## src/shl_pkg.sv

```systemverilog
`timescale 1ns / 1ps
`default_nettype none

package shl_pkg;

   // Sizing
   localparam int OFFSET_BITS   = 16;
   localparam int MAX_WORD_LEN  = 6;
   localparam int SPAN_BITS     = 16;
   localparam int CNT_BITS      = $clog2(MAX_WORD_LEN + 1);
   localparam int IDX_BITS      = $clog2(MAX_WORD_LEN);
   localparam int WIDE_BITS     = OFFSET_BITS + SPAN_BITS;
   localparam int QUEUE_DEPTH   = 4;
   localparam int QPTR_BITS     = $clog2(QUEUE_DEPTH);
   localparam int QCNT_BITS     = $clog2(QUEUE_DEPTH + 1);

   typedef logic [OFFSET_BITS-1:0] offset_type;
   typedef logic [MAX_WORD_LEN-1:0][7:0] word_buf_type;

   localparam offset_type OFFSET_MAX = {OFFSET_BITS{1'b1}};
   localparam logic [SPAN_BITS-1:0] SPAN_MAX = {SPAN_BITS{1'b1}};

   // Characters
   localparam logic [7:0] CHAR_SLASH      = 8'h2F;
   localparam logic [7:0] CHAR_DOT        = 8'h2E;
   localparam logic [7:0] CHAR_UNDERSCORE = 8'h5F;
   localparam logic [7:0] CHAR_NEWLINE    = 8'h0A;

   typedef enum logic [2:0] {
      MODE_IDLE    = 3'd0,
      MODE_SLASH   = 3'd1,
      MODE_DOT     = 3'd2,
      MODE_NUMBER  = 3'd3,
      MODE_IDENT   = 3'd4,
      MODE_COMMENT = 3'd5
   } mode_type;

   typedef enum logic [2:0] {
      CLASS_COMMENT = 3'd0,
      CLASS_NUMBER  = 3'd1,
      CLASS_KEYWORD = 3'd2,
      CLASS_BUILTIN = 3'd3,
      CLASS_BOOL    = 3'd4
   } color_type;

   // One queued span: offsets as seen by the lexer, clipped later
   typedef struct packed {
      offset_type start;
      offset_type stop;
      color_type  cls;
      logic       last;
   } span_type;

   // Up to two spans per request, packed toward slot 0
   typedef struct packed {
      logic [1:0] count;
      span_type   span0;
      span_type   span1;
   } push_type;

   typedef struct packed {
      logic      hit;
      color_type cls;
   } match_type;

   // Word list, text left-aligned and space padded
   localparam int WORD_TEXT_LEN   = 6;
   localparam int WORD_TABLE_SIZE = 19;

   localparam logic [8*WORD_TEXT_LEN-1:0] WORD_TEXT [WORD_TABLE_SIZE] = '{
      "let   ", "if    ", "else  ", "while ", "repeat", "and   ", "or    ",
      "player", "camera", "obj   ", "color ", "wait  ", "abs   ", "min   ",
      "max   ", "sin   ", "cos   ", "true  ", "false "
   };

   localparam logic [CNT_BITS-1:0] WORD_LEN [WORD_TABLE_SIZE] = '{
      CNT_BITS'(3), CNT_BITS'(2), CNT_BITS'(4), CNT_BITS'(5), CNT_BITS'(6),
      CNT_BITS'(3), CNT_BITS'(2), CNT_BITS'(6), CNT_BITS'(6), CNT_BITS'(3),
      CNT_BITS'(5), CNT_BITS'(4), CNT_BITS'(3), CNT_BITS'(3), CNT_BITS'(3),
      CNT_BITS'(3), CNT_BITS'(3), CNT_BITS'(4), CNT_BITS'(5)
   };

   localparam color_type WORD_CLASS [WORD_TABLE_SIZE] = '{
      CLASS_KEYWORD, CLASS_KEYWORD, CLASS_KEYWORD, CLASS_KEYWORD, CLASS_KEYWORD,
      CLASS_KEYWORD, CLASS_KEYWORD, CLASS_BUILTIN, CLASS_BUILTIN, CLASS_BUILTIN,
      CLASS_BUILTIN, CLASS_BUILTIN, CLASS_BUILTIN, CLASS_BUILTIN, CLASS_BUILTIN,
      CLASS_BUILTIN, CLASS_BUILTIN, CLASS_BOOL, CLASS_BOOL
   };

   function automatic logic is_digit(input logic [7:0] c);
      return (c >= "0") && (c <= "9");
   endfunction

   function automatic logic is_alpha(input logic [7:0] c);
      return ((c >= "a") && (c <= "z")) || ((c >= "A") && (c <= "Z"));
   endfunction

   function automatic logic is_word(input logic [7:0] c);
      return is_alpha(c) || is_digit(c) || (c == CHAR_UNDERSCORE);
   endfunction

   // Parallel compare of the word against every list entry
   function automatic match_type word_lookup(input word_buf_type wb,
                                             input logic [CNT_BITS-1:0] cnt);
      match_type m;
      logic      eq;
      m.hit = 1'b0;
      m.cls = CLASS_KEYWORD;
      for (int e = 0; e < WORD_TABLE_SIZE; e++) begin
         eq = (WORD_LEN[e] == cnt);
         for (int i = 0; i < WORD_TEXT_LEN; i++) begin
            if ((i < int'(cnt)) &&
                (wb[i] != WORD_TEXT[e][8*(WORD_TEXT_LEN-1-i) +: 8])) begin
               eq = 1'b0;
            end
         end
         if (eq && !m.hit) begin
            m.hit = 1'b1;
            m.cls = WORD_CLASS[e];
         end
      end
      return m;
   endfunction

   // Clip an offset to the span field width
   function automatic logic [SPAN_BITS-1:0] clip_span(input offset_type v);
      logic [WIDE_BITS-1:0] wide;
      wide = {{SPAN_BITS{1'b0}}, v};
      if (wide > WIDE_BITS'(SPAN_MAX)) begin
         return SPAN_MAX;
      end
      return wide[SPAN_BITS-1:0];
   endfunction

endpackage

`default_nettype wire

```

## src/shl_if.sv

```systemverilog
`timescale 1ns / 1ps
`default_nettype none

interface shl_req_if;
   logic       valid;
   logic       ready;
   logic [7:0] text_byte;
   logic       end_of_text;

   modport source (output valid, output text_byte, output end_of_text, input ready);
   modport sink   (input valid, input text_byte, input end_of_text, output ready);
endinterface

interface shl_rsp_if;
   logic        valid;
   logic        ready;
   logic [15:0] span_start;
   logic [15:0] span_length;
   logic [2:0]  color_class;
   logic        last_in_run;

   modport source (output valid, output span_start, output span_length,
                   output color_class, output last_in_run, input ready);
   modport sink   (input valid, input span_start, input span_length,
                   input color_class, input last_in_run, output ready);
endinterface

`default_nettype wire

```

## src/syntax_highlight_lexer.sv

```systemverilog
// A span closed by a request byte is written into the span queue, then moved into the output register that drives rsp.
// Throughput: one text byte per cycle while the span queue has room; a byte closes at most two spans,
// so req only drops once rsp stalls long enough to leave three spans queued.
// The front lexes a byte in the cycle it is accepted (mode step plus parallel word compare).
// Reset (synchronous, active high): mode idle, offset zero, queue and output empty.
`timescale 1ns / 1ps
`default_nettype none

module syntax_highlight_lexer (
   input  wire logic    clock,
   input  wire logic    reset,
   shl_req_if.sink      req_bus,
   shl_rsp_if.source    rsp_bus
);
   import shl_pkg::*;

   logic      accept;
   logic      has_room;
   logic      not_empty;
   logic      pop;
   push_type  push;
   span_type  head;

   // A request is taken whenever two queue slots are free, so the front
   // can always park both spans a byte may close.
   assign req_bus.ready = has_room;
   assign accept        = req_bus.valid && has_room;

   // Front: lexer state machine, word buffer and keyword match
   shl_front u_front (
      .clock       (clock),
      .reset       (reset),
      .accept      (accept),
      .text_byte   (req_bus.text_byte),
      .end_of_text (req_bus.end_of_text),
      .push        (push)
   );

   // Span queue between front and back
   shl_queue u_queue (
      .clock     (clock),
      .reset     (reset),
      .push      (push),
      .pop       (pop),
      .head      (head),
      .not_empty (not_empty),
      .has_room  (has_room)
   );

   // Back: length, clipping and the output register
   shl_back u_back (
      .clock      (clock),
      .reset      (reset),
      .head       (head),
      .not_empty  (not_empty),
      .pop        (pop),
      .rsp_ready  (rsp_bus.ready),
      .rsp_valid  (rsp_bus.valid),
      .rsp_start  (rsp_bus.span_start),
      .rsp_length (rsp_bus.span_length),
      .rsp_class  (rsp_bus.color_class),
      .rsp_last   (rsp_bus.last_in_run)
   );

endmodule

`default_nettype wire

```

## src/shl_front.sv

```systemverilog
`timescale 1ns / 1ps
`default_nettype none

module shl_front (
   input  wire logic           clock,
   input  wire logic           reset,
   input  wire logic           accept,
   input  wire logic [7:0]     text_byte,
   input  wire logic           end_of_text,
   output shl_pkg::push_type   push
);
   import shl_pkg::*;

   mode_type                mode_ff, mode_in, mode_mid, idle_mode;
   offset_type              offset_ff, offset_in, next_off;
   offset_type              tstart_ff, tstart_in;
   word_buf_type            buf_ff, buf_in;
   logic [CNT_BITS-1:0]     cnt_ff, cnt_in;
   logic                    ovf_ff, ovf_in;
   logic                    restart;
   logic                    span_a, span_b;
   span_type                a_span, b_span;
   match_type               match;

   assign next_off = (offset_ff != OFFSET_MAX) ? offset_ff + 1'b1 : offset_ff;

   // Mode a byte takes when lexed from idle
   always_comb begin
      idle_mode = MODE_IDLE;
      if (text_byte == CHAR_SLASH && !end_of_text) begin
         idle_mode = MODE_SLASH;
      end else if (text_byte == CHAR_DOT && !end_of_text) begin
         idle_mode = MODE_DOT;
      end else if (is_digit(text_byte)) begin
         idle_mode = MODE_NUMBER;
      end else if (is_alpha(text_byte) || text_byte == CHAR_UNDERSCORE) begin
         idle_mode = MODE_IDENT;
      end
   end

   // Next state
   always_comb begin
      mode_mid = mode_ff;
      restart  = 1'b0;
      unique case (mode_ff)
         MODE_SLASH: begin
            if (text_byte == CHAR_SLASH) mode_mid = MODE_COMMENT;
            else restart = 1'b1;
         end
         MODE_DOT: begin
            if (is_digit(text_byte)) mode_mid = MODE_NUMBER;
            else restart = 1'b1;
         end
         MODE_NUMBER: begin
            if (!(is_digit(text_byte) || text_byte == CHAR_DOT)) restart = 1'b1;
         end
         MODE_IDENT: begin
            if (!is_word(text_byte)) restart = 1'b1;
         end
         MODE_COMMENT: begin
            if (text_byte == CHAR_NEWLINE) mode_mid = MODE_IDLE;
         end
         MODE_IDLE: restart = 1'b1;
         default:   restart = 1'b1;
      endcase
      if (restart) mode_mid = idle_mode;

      mode_in   = end_of_text ? MODE_IDLE : mode_mid;
      offset_in = end_of_text ? '0 : next_off;
      tstart_in = (restart && idle_mode != MODE_IDLE) ? offset_ff : tstart_ff;

      buf_in = buf_ff;
      cnt_in = cnt_ff;
      ovf_in = ovf_ff;
      if (mode_ff == MODE_IDENT && is_word(text_byte)) begin
         if (cnt_ff < CNT_BITS'(MAX_WORD_LEN)) begin
            buf_in[cnt_ff[IDX_BITS-1:0]] = text_byte;
            cnt_in = cnt_ff + 1'b1;
         end else begin
            ovf_in = 1'b1;
         end
      end else if (restart && idle_mode == MODE_IDENT) begin
         buf_in[0] = text_byte;
         cnt_in    = CNT_BITS'(1);
         ovf_in    = 1'b0;
      end
   end

   // At most one word closes per byte; its text is the updated buffer
   assign match = word_lookup(buf_in, cnt_in);

   // Outputs: span closed by this byte (a) and end-of-text flush (b)
   always_comb begin
      span_a       = 1'b0;
      a_span.start = tstart_ff;
      a_span.stop  = offset_ff;
      a_span.cls   = CLASS_NUMBER;
      a_span.last  = 1'b1;
      unique case (mode_ff)
         MODE_NUMBER:  span_a = restart;
         MODE_IDENT: begin
            span_a     = restart && !ovf_in && match.hit;
            a_span.cls = match.cls;
         end
         MODE_COMMENT: begin
            span_a     = (text_byte == CHAR_NEWLINE);
            a_span.cls = CLASS_COMMENT;
         end
         default: span_a = 1'b0;
      endcase

      span_b       = 1'b0;
      b_span.start = tstart_in;
      b_span.stop  = next_off;
      b_span.cls   = CLASS_NUMBER;
      b_span.last  = 1'b1;
      if (end_of_text) begin
         unique case (mode_mid)
            MODE_NUMBER:  span_b = 1'b1;
            MODE_IDENT: begin
               span_b     = !ovf_in && match.hit;
               b_span.cls = match.cls;
            end
            MODE_COMMENT: begin
               span_b     = 1'b1;
               b_span.cls = CLASS_COMMENT;
            end
            default: span_b = 1'b0;
         endcase
      end

      push.count = accept ? (2'(span_a) + 2'(span_b)) : 2'd0;
      push.span0 = span_a ? a_span : b_span;
      push.span0.last = !(span_a && span_b);
      push.span1 = b_span;
   end

   always_ff @(posedge clock) begin
      if (reset) begin
         mode_ff   <= MODE_IDLE;
         offset_ff <= '0;
         tstart_ff <= '0;
         cnt_ff    <= '0;
         ovf_ff    <= 1'b0;
      end else if (accept) begin
         mode_ff   <= mode_in;
         offset_ff <= offset_in;
         tstart_ff <= tstart_in;
         cnt_ff    <= cnt_in;
         ovf_ff    <= ovf_in;
      end
   end

   // Word buffer: only the slots below the word count hold bytes of the current word
   always_ff @(posedge clock) begin
      if (accept) buf_ff <= buf_in;
   end

endmodule

`default_nettype wire

```

## src/shl_queue.sv

```systemverilog
`timescale 1ns / 1ps
`default_nettype none

module shl_queue (
   input  wire logic          clock,
   input  wire logic          reset,
   input  wire shl_pkg::push_type push,
   input  wire logic          pop,
   output shl_pkg::span_type  head,
   output logic               not_empty,
   output logic               has_room
);
   import shl_pkg::*;

   span_type                entry_ff [QUEUE_DEPTH];
   logic [QPTR_BITS-1:0]    wr_ff, rd_ff;
   logic [QCNT_BITS-1:0]    count_ff, count_in;
   logic                    do_pop;

   assign not_empty = (count_ff != '0);
   assign has_room  = (count_ff <= QCNT_BITS'(QUEUE_DEPTH - 2));
   assign head      = entry_ff[rd_ff];
   assign do_pop    = pop && not_empty;
   assign count_in  = count_ff + QCNT_BITS'(push.count) - QCNT_BITS'(do_pop);

   always_ff @(posedge clock) begin
      if (reset) begin
         wr_ff    <= '0;
         rd_ff    <= '0;
         count_ff <= '0;
      end else begin
         wr_ff    <= wr_ff + QPTR_BITS'(push.count);
         rd_ff    <= rd_ff + QPTR_BITS'(do_pop);
         count_ff <= count_in;
      end
   end

   always_ff @(posedge clock) begin
      if (push.count != 2'd0) entry_ff[wr_ff] <= push.span0;
      if (push.count == 2'd2) entry_ff[wr_ff + 1'b1] <= push.span1;
   end

endmodule

`default_nettype wire

```

## src/shl_back.sv

```systemverilog
`timescale 1ns / 1ps
`default_nettype none

module shl_back (
   input  wire logic          clock,
   input  wire logic          reset,
   input  wire shl_pkg::span_type head,
   input  wire logic          not_empty,
   output logic               pop,
   input  wire logic          rsp_ready,
   output logic               rsp_valid,
   output logic [15:0]        rsp_start,
   output logic [15:0]        rsp_length,
   output logic [2:0]         rsp_class,
   output logic               rsp_last
);
   import shl_pkg::*;

   logic                  valid_ff;
   logic [SPAN_BITS-1:0]  start_ff, length_ff;
   logic [2:0]            class_ff;
   logic                  last_ff;
   offset_type            length_in;

   assign pop       = not_empty && (!valid_ff || rsp_ready);
   assign length_in = head.stop - head.start;

   always_ff @(posedge clock) begin
      if (reset) begin
         valid_ff <= 1'b0;
      end else if (pop) begin
         valid_ff <= 1'b1;
      end else if (rsp_ready) begin
         valid_ff <= 1'b0;
      end
   end

   always_ff @(posedge clock) begin
      if (pop) begin
         start_ff  <= clip_span(head.start);
         length_ff <= clip_span(length_in);
         class_ff  <= head.cls;
         last_ff   <= head.last;
      end
   end

   assign rsp_valid  = valid_ff;
   assign rsp_start  = start_ff;
   assign rsp_length = length_ff;
   assign rsp_class  = class_ff;
   assign rsp_last   = last_ff;

endmodule

`default_nettype wire

```

## src/flat_wrapper.sv

```systemverilog
// flat-port wrapper written by rule: the top's interface ports become plain ports
module syntax_highlight_lexer_flat import shl_pkg::*;
  (clock, reset, req_bus_valid, req_bus_text_byte, req_bus_end_of_text, req_bus_ready, rsp_bus_valid, rsp_bus_span_start, rsp_bus_span_length, rsp_bus_color_class, rsp_bus_last_in_run, rsp_bus_ready);
  shl_req_if req_bus_i ();
  shl_rsp_if rsp_bus_i ();
  input  wire logic clock;
  input  wire logic reset;
  input wire logic [$bits(req_bus_i.valid)-1:0] req_bus_valid;
  input wire logic [$bits(req_bus_i.text_byte)-1:0] req_bus_text_byte;
  input wire logic [$bits(req_bus_i.end_of_text)-1:0] req_bus_end_of_text;
  output wire logic [$bits(req_bus_i.ready)-1:0] req_bus_ready;
  output wire logic [$bits(rsp_bus_i.valid)-1:0] rsp_bus_valid;
  output wire logic [$bits(rsp_bus_i.span_start)-1:0] rsp_bus_span_start;
  output wire logic [$bits(rsp_bus_i.span_length)-1:0] rsp_bus_span_length;
  output wire logic [$bits(rsp_bus_i.color_class)-1:0] rsp_bus_color_class;
  output wire logic [$bits(rsp_bus_i.last_in_run)-1:0] rsp_bus_last_in_run;
  input wire logic [$bits(rsp_bus_i.ready)-1:0] rsp_bus_ready;
  assign req_bus_i.valid = req_bus_valid;
  assign req_bus_i.text_byte = req_bus_text_byte;
  assign req_bus_i.end_of_text = req_bus_end_of_text;
  assign req_bus_ready = req_bus_i.ready;
  assign rsp_bus_valid = rsp_bus_i.valid;
  assign rsp_bus_span_start = rsp_bus_i.span_start;
  assign rsp_bus_span_length = rsp_bus_i.span_length;
  assign rsp_bus_color_class = rsp_bus_i.color_class;
  assign rsp_bus_last_in_run = rsp_bus_i.last_in_run;
  assign rsp_bus_i.ready = rsp_bus_ready;
  syntax_highlight_lexer u_core (.clock(clock), .reset(reset), .req_bus(req_bus_i), .rsp_bus(rsp_bus_i));
endmodule
```

## config.mk

```make
export PLATFORM = sky130hd
export DESIGN_NAME = syntax_highlight_lexer_flat
export DESIGN_NICKNAME = d
export VERILOG_FILES = /design/src/shl_pkg.sv /design/src/shl_if.sv /design/src/syntax_highlight_lexer.sv /design/src/shl_front.sv /design/src/shl_queue.sv /design/src/shl_back.sv /design/src/flat_wrapper.sv
export SDC_FILE = /design/constraint.sdc
export NUM_CORES = 1
export LEC_CHECK = 0
export BUFFER_PORTS_ARGS = -buffer_cell sky130_fd_sc_hd__buf_2
export CAP_MARGIN = 20
export CORE_MARGIN = 2
export CORE_UTILIZATION = 50
export DETAILED_ROUTE_END_ITERATION = 10
export PLACE_DENSITY = 0.76
export SETUP_SLACK_MARGIN = 0.15
export SLEW_MARGIN = 5
export SYNTH_ARGS = -nofsm -noshare
export SYNTH_HDL_FRONTEND = slang
export SYNTH_SLANG_ARGS = --single-unit
export TNS_END_PERCENT = 50
```

## constraint.sdc

```tcl
create_clock -name clock -period 9 [get_ports clock]
set_clock_uncertainty 0.15 [all_clocks]
set_input_delay 1.8 -clock clock [delete_from_list [all_inputs] [get_ports clock]]
set_output_delay 1.8 -clock clock [all_outputs]
set_load 0.05 [all_outputs]
```

==> results of run 1 <==
power by group:
group          internal [mW]  switching (mW)  leakage (nW)  total, mW
Sequential              1.61          0.0876          2.75       1.70
Clock                  0.731           0.495         0.477       1.23
Combinational          0.413           0.889          2.58       1.30
logic make-up (layout without fill, tap and decap cells):
kind of cell	after synthesis	in the layout	synth area share
and+or+nand+nor	456	456	0.163
xor gates and xnor gates	23	23	0.0142
AOI/OAI and AO/OA	226	226	0.111
adders and majority gates	25	25	0.0230
muxes	102	102	0.110
DFF	275	275	0.547
buffers and inverters	113	169	0.0318
synth_stat cells (7+ instances only):
master,n,area share
a21boi_0,9,0.0047
mux2_4,10,0.011
nand4b_1,7,0.0043
nor2b_1,20,0.0088
nand4_1,12,0.0053
nor2_1,112,0.030
edfxtp_1,228,0.48
clkbuf_1,43,0.011
nand3b_1,8,0.0042
mux4_2,36,0.057
mux2i_1,26,0.018
o211ai_1,9,0.0047
a21oi_1,42,0.015
xnor2_1,19,0.012
inv_1,46,0.012
and2_1,8,0.0035
mux2_2,22,0.017
buf_2,17,0.0060
dfxtp_1,47,0.066
and3_1,21,0.0092
o21ai_0,56,0.020
ha_1,23,0.020
nor4_1,7,0.0031
nand2b_1,14,0.0062
mux2_1,8,0.0063
nand2_1,125,0.033
nand3_1,33,0.012
nor3_1,39,0.014
a31oi_1,17,0.0075
per-layer routing:
metal,up-vias,global-route usage
met1,5004,0.306
met4,0,0.117
met5,-,0
met3,127,0.0347
met2,492,0.415
li1,4689,-
cells in the final DEF (no fill, tap or decap), drive strengths merged, types with 8 or more instances in the layout:
| cell type | n |
|---|---|
| edfxtp | 228 |
| ha | 23 |
| nand3 | 34 |
| mux4 | 36 |
| and3 | 21 |
| nand2b | 14 |
| nor2 | 113 |
| xnor2 | 19 |
| a31oi | 17 |
| clkinv | 8 |
| mux2 | 40 |
| nand4 | 12 |
| nand3b | 8 |
| clkbuf | 35 |
| and2 | 9 |
| buf | 70 |
| o31ai | 8 |
| nor2b | 20 |
| o21ai | 56 |
| a21boi | 9 |
| nand2 | 125 |
| o211ai | 10 |
| nor3 | 42 |
| inv | 50 |
| dfxtp | 47 |
| mux2i | 26 |
| a21oi | 44 |
state kept, by name, indices dropped and copies added, names as in the netlist:
name / count
u_core.u_back.rsp_class: 3
u_core.u_back.rsp_last: 1
u_core.u_back.rsp_length: 16
u_core.u_back.rsp_start: 16
u_core.u_back.rsp_valid: 1
u_core.u_front.buf_ff: 48
u_core.u_front.cnt_ff: 3
u_core.u_front.mode_ff: 3
u_core.u_front.offset_ff: 16
u_core.u_front.ovf_ff: 1
u_core.u_front.tstart_ff: 16
u_core.u_queue.count_ff: 3
u_core.u_queue.entry_ff: 144
u_core.u_queue.rd_ff: 2
u_core.u_queue.wr_ff: 2
final cells by class:
| cell class | count | area [sq um] | share of cell area |
|---|---|---|---|
| sequential | 275 | 7790 | 0.491 |
| clock inverter | 17 | 245 | 0.0155 |
| tap | 378 | 473 | 0.0298 |
| inverter | 47 | 176 | 0.0111 |
| clock buffer | 35 | 737 | 0.0465 |
| multi-input combinational | 832 | 6030 | 0.380 |
| timing repair buffer | 70 | 400 | 0.0253 |
worst min-delay path: cells and delay by family, from the launching register on:
| kind | cells | cell delay, ns |
|---|---|---|
| muxes | 1 | 0.07 |
| DFF | 1 | 0.33 |
| and+or+nand+nor | 1 | 0.07 |
path summary, 6_finish.rpt:
kind | from | end | slack, ns | depth (start not counted)
max reg2reg | u_core.u_front.mode_ff[0]$_SDFFE_PP0P_ | u_core.u_queue.entry_ff[2][20]$_DFFE_PP_ | 2.24 | 16
min reg2reg | u_core.u_front.tstart_ff[3]$_SDFFE_PP0P_ | u_core.u_front.tstart_ff[3]$_SDFFE_PP0P_ | 0.36 | 2
max | req_bus_text_byte[3] | u_core.u_queue.entry_ff[2][20]$_DFFE_PP_ | 1.69 | 20
min | u_core.u_front.tstart_ff[3]$_SDFFE_PP0P_ | u_core.u_front.tstart_ff[3]$_SDFFE_PP0P_ | 0.36 | 2
==> results.sh, run 1 <==
export IMPL_path_max_fanout=23
export IMPL_n_antenna_cell=0
export IMPL_synth_distinct_cells=97
export IMPL_powerDensity_nw_per_um2=267
export IMPL_die_y_microns=173
export IMPL_dr_wl_met2_microns=17700
export IMPL_cts_root_buf="clkbuf_16"
export IMPL_cp_required_ns=9.14
export IMPL_ys_seq_area_frac=0.547
export IMPL_synth_seq_cells=275
export IMPL_dp_hpwl_microns=25100
export IMPL_synth_edf_count=228
export IMPL_async_flop_share=0
export IMPL_finalCriticalPeriod_ns=7.31
export IMPL_grt_max_degree=74
export IMPL_fin_area_sq_um=15900
export IMPL_arrival_ns=7.44
export IMPL_cp_top_family="compound AO/OA/AOI/OAI gates"
export IMPL_crit_slowest_cell="o21ai_0"
export IMPL_worst_setup_path_type="primary input to flop"
export IMPL_ys_flop_type="edfxtp_1"
export IMPL_cp_end_kind="flop"
export IMPL_routed_via_density=6.23
export IMPL_worst_hold_slack_ns=0.356
export IMPL_core_area_sq_um=27900
export IMPL_worst_slew_pin_slew_ns=1.13
export IMPL_overflow=0
export IMPL_layout_cells_non_filler=1654
export IMPL_wl_microns=36500
export IMPL_start_util=0.509
export IMPL_netlist_instances=1220
export IMPL_finalMaxSlewViolations=0
export IMPL_max_stage_delay_ns=0.62
export IMPL_status="finished, final reports clean"
export IMPL_startpoint_type="primary input"
export IMPL_hp_class="flop to flop"
export IMPL_dpl_cell_area_sq_um=14900
export IMPL_die_area_sq_um=29800
export IMPL_place_worst_setup_slack_ns=1.22
export IMPL_antenna_left=0
export IMPL_clock_fmax_ghz=0.137
export IMPL_crit_top_cell="o21ai_0"
export IMPL_final_hold_viol_count=0
export IMPL_final_nets=1292
export IMPL_placed_cells=1602
export IMPL_wl_met1_microns=14500
export IMPL_die_width_microns=173
export IMPL_netlist_area_sq_um=14200
export IMPL_cts_sinks=275
export IMPL_grtUsageTotal=0.243
export IMPL_cts_setup_buffers=0
export IMPL_num_rows=61
export IMPL_p_total_mw=4.23
export IMPL_utilization=0.567
export IMPL_finalWorstSetupSlack_ns=1.69
export IMPL_syn_area_per_cell_sq_um=11.7
export IMPL_clk_latency_ns=0.56
export IMPL_setup_tns_ns=0
export IMPL_total_leakage_power_nw=5.81
export IMPL_cts_tree="done"
export IMPL_grt_pass1_wl_microns=57400
export IMPL_rsz0062_at_grt="no"
export IMPL_vias=10312
export IMPL_path_buf_inv=3
export IMPL_portBuffers=50
export IMPL_routabilityCongestion=1.03
export IMPL_ios=51
export IMPL_relSlewSlack=0.246
export IMPL_grt_pass1_vias=10254
export IMPL_drc=0
export IMPL_route_met3_wl_microns=2390
export IMPL_yosys_warnings=0
export IMPL_dr_pass1_iters=5
export IMPL_syn_num_nets=1258
export IMPL_period_share=0.812
export IMPL_clk_pin_slew_worst_paths_ns=0.06
export IMPL_post_drt_wl_per_cell_microns=22.0
export IMPL_drt_iter0_markers=1045
export IMPL_cap_violations=0
export IMPL_clockBufferDepth=3
export IMPL_postCtsHoldBufs=0
export IMPL_fill_cells=2311
export IMPL_drive_gt1_frac=0.170
export IMPL_finalSetupViolCount=0
export IMPL_cts_buffers=28
export IMPL_cts_max_level=1
export IMPL_top_layer="met4"
export IMPL_peakVddDrop_mv=0.167
export IMPL_area_growth_pct=11.4
export IMPL_antenna_found_initial=0
export IMPL_post_cts_resized=0
export IMPL_path_cells="buf_2, nand3_1, o21ai_0, o21ai_0, buf_4, nand2_1, buf_4, mux2_2, o221ai_1, o32ai_1, a221oi_2, o2111ai_2, o21ai_0, nor2_1, o21a_1, ha_1, o2111ai_1, o21bai_4, nand3_4, mux2_1"
Power figures use the tool's default switching activity.
==> inputs of run 2 (changes only) <==
- ABC_AREA: default -> 1
- PLACE_DENSITY: 0.76 -> 0.75
- clock period: 9 -> 6.8 ns (I/O delays scaled with it)
==> run 2 against run 1 <==
Effect of this change:
- area after synthesis is 3.5% higher
- sequential power up 36%
- non-clock buffer count grew 8
- global-route usage down 2.0 points
- combinational power is 95% higher
- synthesized cell count grew 40%
- clock power grew 36%
- core utilization rose by 0.17 points
- wire length is 4.3% lower
- setup slack worse by 0.69 ns
- highest routed layer unchanged
- flip-flop and latch count unchanged
- via count increased by 15%
==> results.sh, run 2 <==
export IMPL_synth_top_cell_by_area="edfxtp_1"
export IMPL_period_share=0.853
export IMPL_worst_hold_slack_ns=0.320
export IMPL_crit_slowest_cell="o21ai_1"
export IMPL_antenna_found_initial=0
export IMPL_clk_latency_ns=0.57
export IMPL_clk_pin_slew_worst_paths_ns=0.06
export IMPL_post_cts_resized=0
export IMPL_dpl_cell_area_sq_um=15400
export IMPL_max_stage_delay_ns=0.38
export IMPL_cts_max_level=1
export IMPL_drc=0
export IMPL_die_area_sq_um=30800
export IMPL_cap_violations=0
export IMPL_routabilityCongestion=0.944
export IMPL_overflow=0
export IMPL_cp_end_kind="flop"
export IMPL_cp_required_ns=6.96
export IMPL_grt_max_degree=74
export IMPL_final_cell_mix="nand2_1, edfxtp_1, inv_1"
export IMPL_rsz0062_at_grt="no"
export IMPL_finalWorstSetupSlack_ns=1.00
export IMPL_cts_root_buf="clkbuf_16"
export IMPL_routed_via_density=5.51
export IMPL_post_synth_top_count_cell="nand2_1"
export IMPL_wl_microns=34900
export IMPL_dr_pass1_iters=5
export IMPL_synth_edf_count=228
export IMPL_hp_class="flop to flop"
export IMPL_largest_reg_flops=144
export IMPL_powerDensity_nw_per_um2=397
export IMPL_synth_area_leaders="edfxtp_1, nand2_1, dfxtp_1"
export IMPL_status="finished, final reports clean"
export IMPL_ios=51
export IMPL_num_rows=62
export IMPL_grt_pass1_wl_microns=56000
export IMPL_cts_buffers=29
export IMPL_fin_area_sq_um=16400
export IMPL_synth_seq_cells=275
export IMPL_reg_largest_list="u_core.u_queue.entry_ff: 144 flops, u_core.u_front.buf_ff: 48 flops"
export IMPL_cts_sinks=275
export IMPL_ys_seq_area_frac=0.529
export IMPL_relSlewSlack=0.498
export IMPL_postCtsHoldBufs=0
export IMPL_clockBufferDepth=3
export IMPL_antenna_left=0
export IMPL_setup_tns_ns=0
export IMPL_netlist_area_sq_um=14700
export IMPL_final_common_cell="nand2_1"
export IMPL_place_worst_setup_slack_ns=0.449
export IMPL_async_flop_share=0
export IMPL_synthTopCellsByCount="nand2_1, edfxtp_1, inv_1"
export IMPL_vias=11874
export IMPL_clock_fmax_ghz=0.172
export IMPL_portBuffers=50
export IMPL_total_leakage_power_nw=6.79
export IMPL_worst_slew_pin_slew_ns=0.753
export IMPL_start_util=0.510
export IMPL_startpoint_type="primary input"
export IMPL_arrival_ns=5.96
export IMPL_syn_num_nets=1752
export IMPL_crit_top_cell="nand2_1"
export IMPL_finalMaxSlewViolations=0
export IMPL_final_nets=1787
export IMPL_netlist_instances=1714
export IMPL_dp_hpwl_microns=23800
export IMPL_top_register="u_core.u_queue.entry_ff"
export IMPL_area_growth_pct=11.5
export IMPL_ys_flop_type="edfxtp_1"
export IMPL_cts_tree="done"
export IMPL_finalCriticalPeriod_ns=5.80
export IMPL_drive_gt1_frac=0.123
export IMPL_path_max_fanout=63
export IMPL_drt_iter0_markers=1223
export IMPL_peakVddDrop_mv=0.209
export IMPL_finalSetupViolCount=0
export IMPL_die_y_microns=176
export IMPL_post_drt_wl_per_cell_microns=16.2
export IMPL_final_hold_viol_count=0
export IMPL_die_width_microns=176
export IMPL_grtUsageTotal=0.223
export IMPL_core_area_sq_um=28900
export IMPL_syn_area_per_cell_sq_um=8.59
export IMPL_n_antenna_cell=0
export IMPL_grt_pass1_vias=11077
export IMPL_synth_distinct_cells=49
export IMPL_synthDominantCellAreaShare=0.465
export IMPL_cts_setup_buffers=0
export IMPL_worst_setup_path_type="primary input to flop"
export IMPL_yosys_warnings=0
-- run 2: cell types whose count changed after synthesis, moves of 20 or more --
cell	before	now
nor2b_1	20	0
inv_1	46	193
o21ai_1	0	27
mux4_2	36	0
nand2_2	0	22
mux2i_1	26	0
mux2_2	22	0
nor3_1	39	16
o21ai_0	56	138
and3_1	21	0
nor2_1	112	158
nand2_1	125	438
a21oi_1	42	88
nand3_1	33	88
-- run 2: layout make-up --
class,instances,area [sq um]
fillers,2473,12400
flip-flops and latches,275,7790
multi-input cells,1159,5820
inverters,206,773
clock buffers,34,754
repair buffers,78,556
well taps,384,480
clock inverters,20,254
-- run 2: report_power, final --
| group | internal, mW | switching, mW | total (mW) |
|---|---|---|---|
| clock | 0.991 | 0.678 | 1.67 |
| sequential | 2.24 | 0.0873 | 2.32 |
| combinational | 0.715 | 1.82 | 2.53 |
-- run 2: worst paths after layout --
kind | startpoint | to | slack, ns | cells past startpoint
max reg2reg | u_core.u_front.mode_ff[1]$_SDFFE_PP0P_ | u_core.u_queue.entry_ff[0][17]$_DFFE_PP_ | 1.42 | 32
min reg2reg | u_core.u_front.offset_ff[9]$_SDFFE_PP0P_ | u_core.u_front.offset_ff[9]$_SDFFE_PP0P_ | 0.32 | 2
min | u_core.u_front.offset_ff[9]$_SDFFE_PP0P_ | u_core.u_front.offset_ff[9]$_SDFFE_PP0P_ | 0.32 | 2
max | req_bus_text_byte[7] | u_core.u_queue.entry_ff[1][30]$_DFFE_PP_ | 1.00 | 32
-- run 2: worst max-delay path, delay by kind of cell --
family	cells	cell delay [ns]
and+or+nand+nor	21	2.39
buffers and inverters	7	1.05
AOI/OAI and AO/OA	3	0.93
adders and majority gates	1	0.19
-- run 2: cell families (layout without fill, tap and decap cells) --
group / count (synthesis) / after routing / share of synthesized area
AOI/OAI and AO/OA: 324 / 324 / 0.123
xor gates and xnor gates: 26 / 26 / 0.0155
adders and majority gates: 25 / 25 / 0.0223
buffers and inverters: 280 / 338 / 0.0805
DFF: 275 / 275 / 0.529
and+or+nand+nor: 784 / 784 / 0.230
-- run 2: metrics by stage --
stage / utilization / instances / total power [mW]
finish: 0.569 / 2156 / 6.52
global route: 0.569 / 2156 / 6.88
CTS: 0.568 / 2154 / 6.52
detailed placement: 0.533 / 2100 / 4.83
global placement: 0.533 / 2100 / 4.75
floorplan: - / 1714 / 4.27
-- run 2: layer usage --
| layer | GRT usage | vias to the layer above | wire length (microns) |
|---|---|---|---|
| met2 | 0.373 | 431 | 16400 |
| met1 | 0.308 | 5573 | 15400 |
| met5 | 0 | - | 0 |
| li1 | - | 5807 | - |
| met4 | 0.0658 | 0 | 833 |
| met3 | 0.0271 | 63 | 2320 |
==> inputs of run 3 (changes only) <==
- CTS_CLUSTER_SIZE: default -> 12
- clock period: 6.8 -> 5.4 ns (I/O delays scaled with it)
==> run 3 against run 2 <==
Effect of this change:
- core utilization increased by 4.9 points
- flip-flop and latch count is the same
- first-iteration DRC count shrank 5.0%
- wire length up 6.9%
- cell count grew 6.4%
==> results.sh, run 3 (same netlist as run 2, synthesis figures left out) <==
export IMPL_status="finished, final reports clean"
export IMPL_overflow=0
export IMPL_reg2reg_slack_ns=0.39
export IMPL_grt_pass1_wl_microns=58800
export IMPL_worst_r2r_cell_count=29
export IMPL_cap_violations=0
export IMPL_peakVddDrop_mv=0.315
export IMPL_drt_iter0_markers=1162
export IMPL_top_register="u_core.u_queue.entry_ff"
export IMPL_place_worst_setup_slack_ns=-0.411
export IMPL_grtUsageTotal=0.234
export IMPL_worst_setup_path_type="primary input to flop"
export IMPL_n_antenna_cell=0
export IMPL_setup_tns_ns=0
export IMPL_final_nets=1923
export IMPL_finalCriticalPeriod_ns=5.06
export IMPL_grt_max_degree=58
export IMPL_worst_hold_slack_ns=0.319
export IMPL_num_rows=62
export IMPL_finalSetupViolCount=0
export IMPL_r2r_start="u_core.u_front.mode_ff[1]$_SDFFE_PP0P_"
export IMPL_cp_required_ns=5.54
export IMPL_cts_buffers=30
export IMPL_cts_sinks=275
export IMPL_powerDensity_nw_per_um2=469
export IMPL_arrival_ns=5.19
export IMPL_drc=0
export IMPL_startpoint_type="primary input"
export IMPL_die_width_microns=176
export IMPL_final_hold_viol_count=0
export IMPL_clockBufferDepth=3
export IMPL_antenna_left=0
export IMPL_hold_depth=2
export IMPL_largest_reg_flops=144
export IMPL_period_share=0.936
export IMPL_dp_hpwl_microns=25300
export IMPL_die_y_microns=176
export IMPL_antenna_found_initial=0
export IMPL_vias=12448
export IMPL_crit_slowest_cell="nor4_1"
export IMPL_rsz0062_at_grt="yes"
export IMPL_utilization=0.618
export IMPL_relSlewSlack=0.342
export IMPL_dr_pass1_iters=6
export IMPL_multi_input_area_sq_um=6070
export IMPL_final_common_cell="nand2_1"
export IMPL_fill_cells=2369
export IMPL_hp_start="u_core.u_front.offset_ff[9]$_SDFFE_PP0P_"
export IMPL_routabilityCongestion=0.922
export IMPL_max_stage_delay_ns=0.33
export IMPL_ios=51
export IMPL_postCtsHoldBufs=0
export IMPL_cts_root_buf="clkbuf_16"
export IMPL_min_to="u_core.u_front.offset_ff[9]$_SDFFE_PP0P_"
export IMPL_post_drt_wl_per_cell_microns=16.3
export IMPL_seqCellArea_sq_um=7790
export IMPL_cts_max_level=1
export IMPL_r2r_end="u_core.u_queue.entry_ff[0][34]$_DFFE_PP_"
export IMPL_clk_latency_ns=0.57
export IMPL_total_leakage_power_nw=7.50
export IMPL_cp_end_kind="flop"
export IMPL_drive_gt1_frac=0.210
export IMPL_area_growth_pct=21.0
export IMPL_grt_pass1_vias=11774
export IMPL_worst_slew_pin_slew_ns=0.987
export IMPL_crit_top_cell="nor2_1"
export IMPL_final_cell_mix="nand2_1, edfxtp_1, inv_1"
export IMPL_die_area_sq_um=30800
export IMPL_start_util=0.510
export IMPL_portBuffers=50
export IMPL_core_area_sq_um=28900
export IMPL_hp_class="flop to flop"
export IMPL_clk_pin_slew_worst_paths_ns=0.06
export IMPL_cts_tree="done"
export IMPL_clock_fmax_ghz=0.198
export IMPL_reg_largest_list="u_core.u_queue.entry_ff: 144 flops, u_core.u_front.buf_ff: 48 flops"
export IMPL_finalMaxSlewViolations=0
export IMPL_p_total_mw=8.36
export IMPL_path_max_fanout=17
export IMPL_wl_microns=37300
export IMPL_routed_via_density=5.43
export IMPL_finalWorstSetupSlack_ns=0.343
## run 3: layout make-up
class                           instances  share of cell area
Multi-Input combinational cell       1160               0.340
Tap cell                              384              0.0270
Timing Repair Buffer                  212              0.0985
Inverter                              206              0.0439
Clock inverter                         10             0.00618
Sequential cell                       275               0.437
Clock buffer                           46              0.0472
## run 3: worst max path at each step
stage	end	slack, ns	start
2_1_floorplan	u_core.u_queue.entry_ff[0][0]$_DFFE_PP_	0.16	req_bus_text_byte[1]
3_3_place_gp	u_core.u_queue.entry_ff[3][3]$_DFFE_PP_	-0.31	req_bus_text_byte[7]
3_5_place_dp	u_core.u_queue.entry_ff[1][3]$_DFFE_PP_	-0.41	req_bus_text_byte[7]
4_1_cts	u_core.u_queue.entry_ff[1][3]$_DFFE_PP_	0.16	req_bus_text_byte[7]
5_1_grt	u_core.u_queue.entry_ff[0][34]$_DFFE_PP_	0.02	req_bus_text_byte[4]
6_report	u_core.u_queue.entry_ff[0][34]$_DFFE_PP_	0.34	req_bus_text_byte[0]
## run 3: per-layer routing
metal | vias to the layer above | share of wire | wire, microns | global-route usage
li1 | 6081 | - | - | -
met1 | 5849 | 0.41 | 15400 | 0.300
met4 | 0 | 0.032 | 1210 | 0.0689
met3 | 90 | 0.059 | 2190 | 0.0286
met2 | 428 | 0.50 | 18500 | 0.416
met5 | - | 0 | 0 | 0
## run 3: through the flow
step	area, sq um	std cells
2_1_floorplan	14800	1714
3_3_place_gp	16400	2219
3_5_place_dp	16400	2219
4_1_cts	17300	2275
5_1_grt	17800	2293
6_report	17800	2293
## run 3: what timing repair did
item,in CTS,in global routing
endpoints found under the setup margin,0,287
gates resized for setup,0,75
buffers inserted,0,11
## run 3: power breakdown
part           total (mW)  internal, mW  switching (mW)
registers            2.93          2.82           0.115
logic                3.45          1.09            2.37
clock network        1.98          1.13           0.850
total                8.36          5.03            3.33
## run 3: worst max-delay path: cells and delay by family
kind,cells,cell delay [ns]
buffers and inverters,10,1.19
AND/OR/NAND/NOR,16,2.00
adder cells (fa/ha/maj),1,0.21
AO/OA/AOI/OAI,4,0.51
XOR/XNOR,1,0.16
